<file path="src/spl_ram.sv">
// Generic simple dual-port RAM: one write port, one registered read port.
module spl_ram #(
   parameter int WIDTH  = 8,
   parameter int DEPTH  = 16,
   parameter int ADDR_W = (DEPTH > 1) ? $clog2(DEPTH) : 1
) (
   input  logic              clock,
   input  logic              wr_en,
   input  logic [ADDR_W-1:0] wr_addr,
   input  logic [WIDTH-1:0]  wr_data,
   input  logic              rd_en,
   input  logic [ADDR_W-1:0] rd_addr,
   output logic [WIDTH-1:0]  rd_data
);

   logic [WIDTH-1:0] mem_ff [DEPTH];
   logic [WIDTH-1:0] rd_data_ff;

   always_ff @(posedge clock) begin
      if (wr_en) begin
         mem_ff[wr_addr] <= wr_data;
      end
      if (rd_en) begin
         rd_data_ff <= mem_ff[rd_addr];
      end
   end

   assign rd_data = rd_data_ff;

endmodule

</file>
<file path="config.mk">
export PLATFORM = sky130hd
export DESIGN_NAME = spl_ram
export DESIGN_NICKNAME = d
export VERILOG_FILES = /design/src/spl_ram.sv
export SDC_FILE = /design/constraint.sdc
export NUM_CORES = 1
export LEC_CHECK = 0
export BUFFER_PORTS_ARGS = -buffer_cell sky130_fd_sc_hd__buf_2
export CORE_ASPECT_RATIO = 0.9
export CORE_MARGIN = 10
export CORE_UTILIZATION = 50
export CTS_BUF_LIST = sky130_fd_sc_hd__clkbuf_4
export CTS_CLUSTER_SIZE = 25
export DETAILED_ROUTE_END_ITERATION = 16
export PLACE_DENSITY = 0.67
export SYNTH_ARGS = -nofsm -noshare
export SYNTH_HDL_FRONTEND = slang
export SYNTH_SLANG_ARGS = --single-unit
</file>
<file path="constraint.sdc">
create_clock -name clock -period 2.24 [get_ports clock]
set_clock_uncertainty 0.15 [all_clocks]
set_input_delay 0 -clock clock [delete_from_list [all_inputs] [get_ports clock]]
set_output_delay 0 -clock clock [all_outputs]
set_load 0.02 [all_outputs]
</file>
; ---- Yosys cells after proc, flatten, opt, wreduce, memory -nomap -nowiden
; Memory sizes are Yosys's and may differ from the RTL's. A register that Yosys moved wholly into a read port is not among the register bits.
; Cells that the tools add are included.
[totals]
regBits = 0
mem_bits_rw = 128
output_inout_bits = 8
inputBits = 19
memories = 1
[classes]
muxes = 2
[mem_list]
columns = memory, words, word_bits, rd, rd_ports_with_merged_regs, wr, line_no
row1 = mem_ff, 16, 8, 1, 1, 1, 16  ; logic [WIDTH-1:0] mem_ff [DEPTH];
[ops]
columns = operator, n
row1 = 2-to-1 mux 1 bit, 2

; ---- Depth between registers and ports, before layout
[depth]
ltp_word = 2
ltp_mapped = 5

; ---- Worst setup path after synthesis
; No wires, ideal clock.
[synth_timing]
kind = input to register
start = input port wr_addr[2]
end = memory mem_ff[0][0] (enable)
path_slack_ns = 0.597
t_arrival_ns = 1.110
cell_stages = 2
required_time_ns = 1.707
n_path_buf = 0
path_cell_list = or3b_2 > nor3_1
[synth_rtl]
columns = element, line_no
row1 = start: declaration, 9  ; input logic [ADDR_W-1:0] wr_addr,
row2 = end: declaration, 16
; Straight into the memory's write port.

==> impl_metrics.toml <==
[synthesis]
synth_nets = 248
synth_area_leaders = "edfxtp_1 (78%), mux4_2 (7.8%), mux4_1 (7.0%)"
ys_seq_area_share_pct = 78.12
syn_avg_cell_area_um2 = 22.83
synthDominantCellAreaShare_pct = 78.12
synth.most_common_cell = "edfxtp_1"
syn-instance-count = 229
synth_top_family_by_area = "multiplexers"
synth_seq_cells = 136
synth_cell_type_count = 18
synthSimpleGateAreaFrac_pct = 3.135
yosysTopAreaCell = "edfxtp_1"
synthArstFlopShare_pct = 0
ys.flop_type = "edfxtp_1"
synth_common_cells = "edfxtp_1 (136), mux4_2 (18), a22oi_1 (16)"
yosysWarnings = 0
synthMuxAreaShare_pct = 14.79
synth_xor_area_share_pct = 0
synthesis.area_um2 = 5228
synth-edff-count = 136
synth_fa_ha_area_share_pct = 0
synth_compound_area_share_pct = 2.298

[cts]
h-tree-depth = 4
clkLatencyLatePin_ps = 500
path_clk_slew_ps = 120
cts_buffer_depth = 2
post_cts_buffers = 0
cts_buffers = 17
numClockSinks = 136
tritoncts = "yes"
cts_root_buffer = "clkbuf_4"

[floorplanning]
pin_count = 27
dieArea_um2 = 14950
core_area_um2 = 10250
die_h_um = 117
die_w_um = 127.8
num_rows = 35
start_util_pct = 51.01

[route]
vias_per_cell = 5.568
dr.pass1.iters = 4
ant_nets = 0
wire_per_inst_um = 21.66
drt-initial-drc-count = 167
wirelength_mm = 9.724
vias = 2500
post-route-drc-count = 0

[placed_design]
post-place-ws_ps = 446.4
post-place-cells = 394
gp_congestion = 0.7557
dp_hpwl_mm = 6.169
portBuffers = 26
placed_area_um2 = 5595

[cells_and_area]
n_fill_cell = 726
layout.nets = 325
instances_no_fill = 449
final_area_um2 = 6121
multi_input_area_um2 = 1057
regArea_um2 = 4084
drive_gt1_share_pct = 29.78
synthToLayoutAreaGrowth_pct = 17.09

[timing]
fin_tns_setup_ps = 0
setup_violations = 0
slew_viol_final = 0
fin_crit_ps = 2098
slew_headroom_pct = 46.56
rsz0062_at_grt = "no"
min_period_over_period_pct = 93.64
tightest_slew_ps = 800.0
fmax_mhz = 476.8
fin_ws_ps = 142.5
final_hold_viol_count = 0

[setup_path]
start_kind = "primary input"
cp_max_fo = 8
crit_type = "primary input to flop"
cp.arrival_ps = 2200
endpoint_kind = "flop"
worstPathRequired_ps = 2340

[min_path]
hold_class = "primary input to flop"

[grt]
grt_pass1_wl_mm = 15.39
antenna_found_initial = 1
grt_max_degree = 33
overflow = 0
grt.total_usage_pct = 14.20
first_global_vias = 2703

[power_and_ir_drop]
vdd_drop_max_mv = 0.4591
power_density_nw_per_um2 = 787.3
p_leak_nw = 2.056

[job]
max-cap-violations = 0

[status]
status = "complete, no violations"
worst max-delay path: stages:
cell and delay, ps:
dlygate4sd3_1 530, buf_2 120, nor2_1 40, dlygate4sd3_1 550, buf_4 180, a22oi_1 160, dlygate4sd3_1 570, nand2_1 50
state kept, by name, summed over array words and instances (netlist names):
signal / count
mem_ff: 128
rd_data: 8
routing by layer:
layer	up-vias	GRT usage, %	share of wire, %
li1	1141	-	-
met1	1273	18.43	41
met2	78	22.19	51
met3	8	4.187	6.4
met4	0	5.622	1.1
met5	-	0	0
per-stage QoR:
step	utilization, %	power, W	hold slack, ps
4_1_cts	59.71	0.004862	161.9
3_3_place_gp	54.60	0.003202	232.3
5_1_grt	59.73	0.005015	204.2
2_1_floorplan	-	0.003092	-51.13
3_5_place_dp	54.60	0.003210	228.5
6_report	59.73	0.004819	200.2
final timing paths:
path / to / cells past startpoint / slack (ps) / from
worst max-delay path: rd_data[7] / 8 / 140 / rd_addr[3]
worst min-delay path: rd_data[3] / 5 / 200 / rd_addr[0]
worst max register to register: rd_data[7] / 4 / 160 / mem_ff[2][7]
worst min register to register: rd_data[3] / 3 / 620 / mem_ff[14][3]
cell families (layout without fill, tap and decap cells):
family                 count (synthesis)  after routing
flip-flops                           136            136
AND/OR/NAND/NOR                       35             35
multiplexers                          32             32
AO/OA/AOI/OAI                         16             16
buffers and inverters                 10            100
other                                  0              1
final cells by class:
class	instances	share of cell area [%]
tap	129	2.637
multi-input combinational	83	17.27
antenna	1	0.04088
clock inverter	15	2.862
sequential	136	66.72
clock buffer	17	2.085
timing repair buffer	68	8.381
report_power, final:
| part | total, W | internal, W | leakage, nW | switching [W] |
|---|---|---|---|---|
| clock | 0.00164 | 0.000777 | 0.147 | 0.000868 |
| combinational | 0.000297 | 0.000135 | 0.674 | 0.000162 |
| sequential | 0.00288 | 0.00286 | 1.24 | 0.0000149 |
| total | 0.00482 | 0.00377 | 2.06 | 0.00104 |
repair_timing:
item                      in CTS  in global routing
resized for setup              0                  0
hold endpoints to repair     272                  0
hold buffers                  22                  0
cells in the final DEF (no fill, tap or decap), types with 4 or more instances in the layout:
| cell type | instances |
|---|---|
| mux4_1 | 14 |
| inv_6 | 4 |
| mux4_2 | 18 |
| buf_4 | 19 |
| a22oi_1 | 16 |
| nor2_1 | 13 |
| nand2_1 | 9 |
| dlygate4sd3_1 | 22 |
| clkbuf_4 | 17 |
| edfxtp_1 | 136 |
| nor3_1 | 4 |
| buf_2 | 26 |
| clkinvlp_4 | 5 |
No activity file was read; power rests on OpenSTA's default activity.
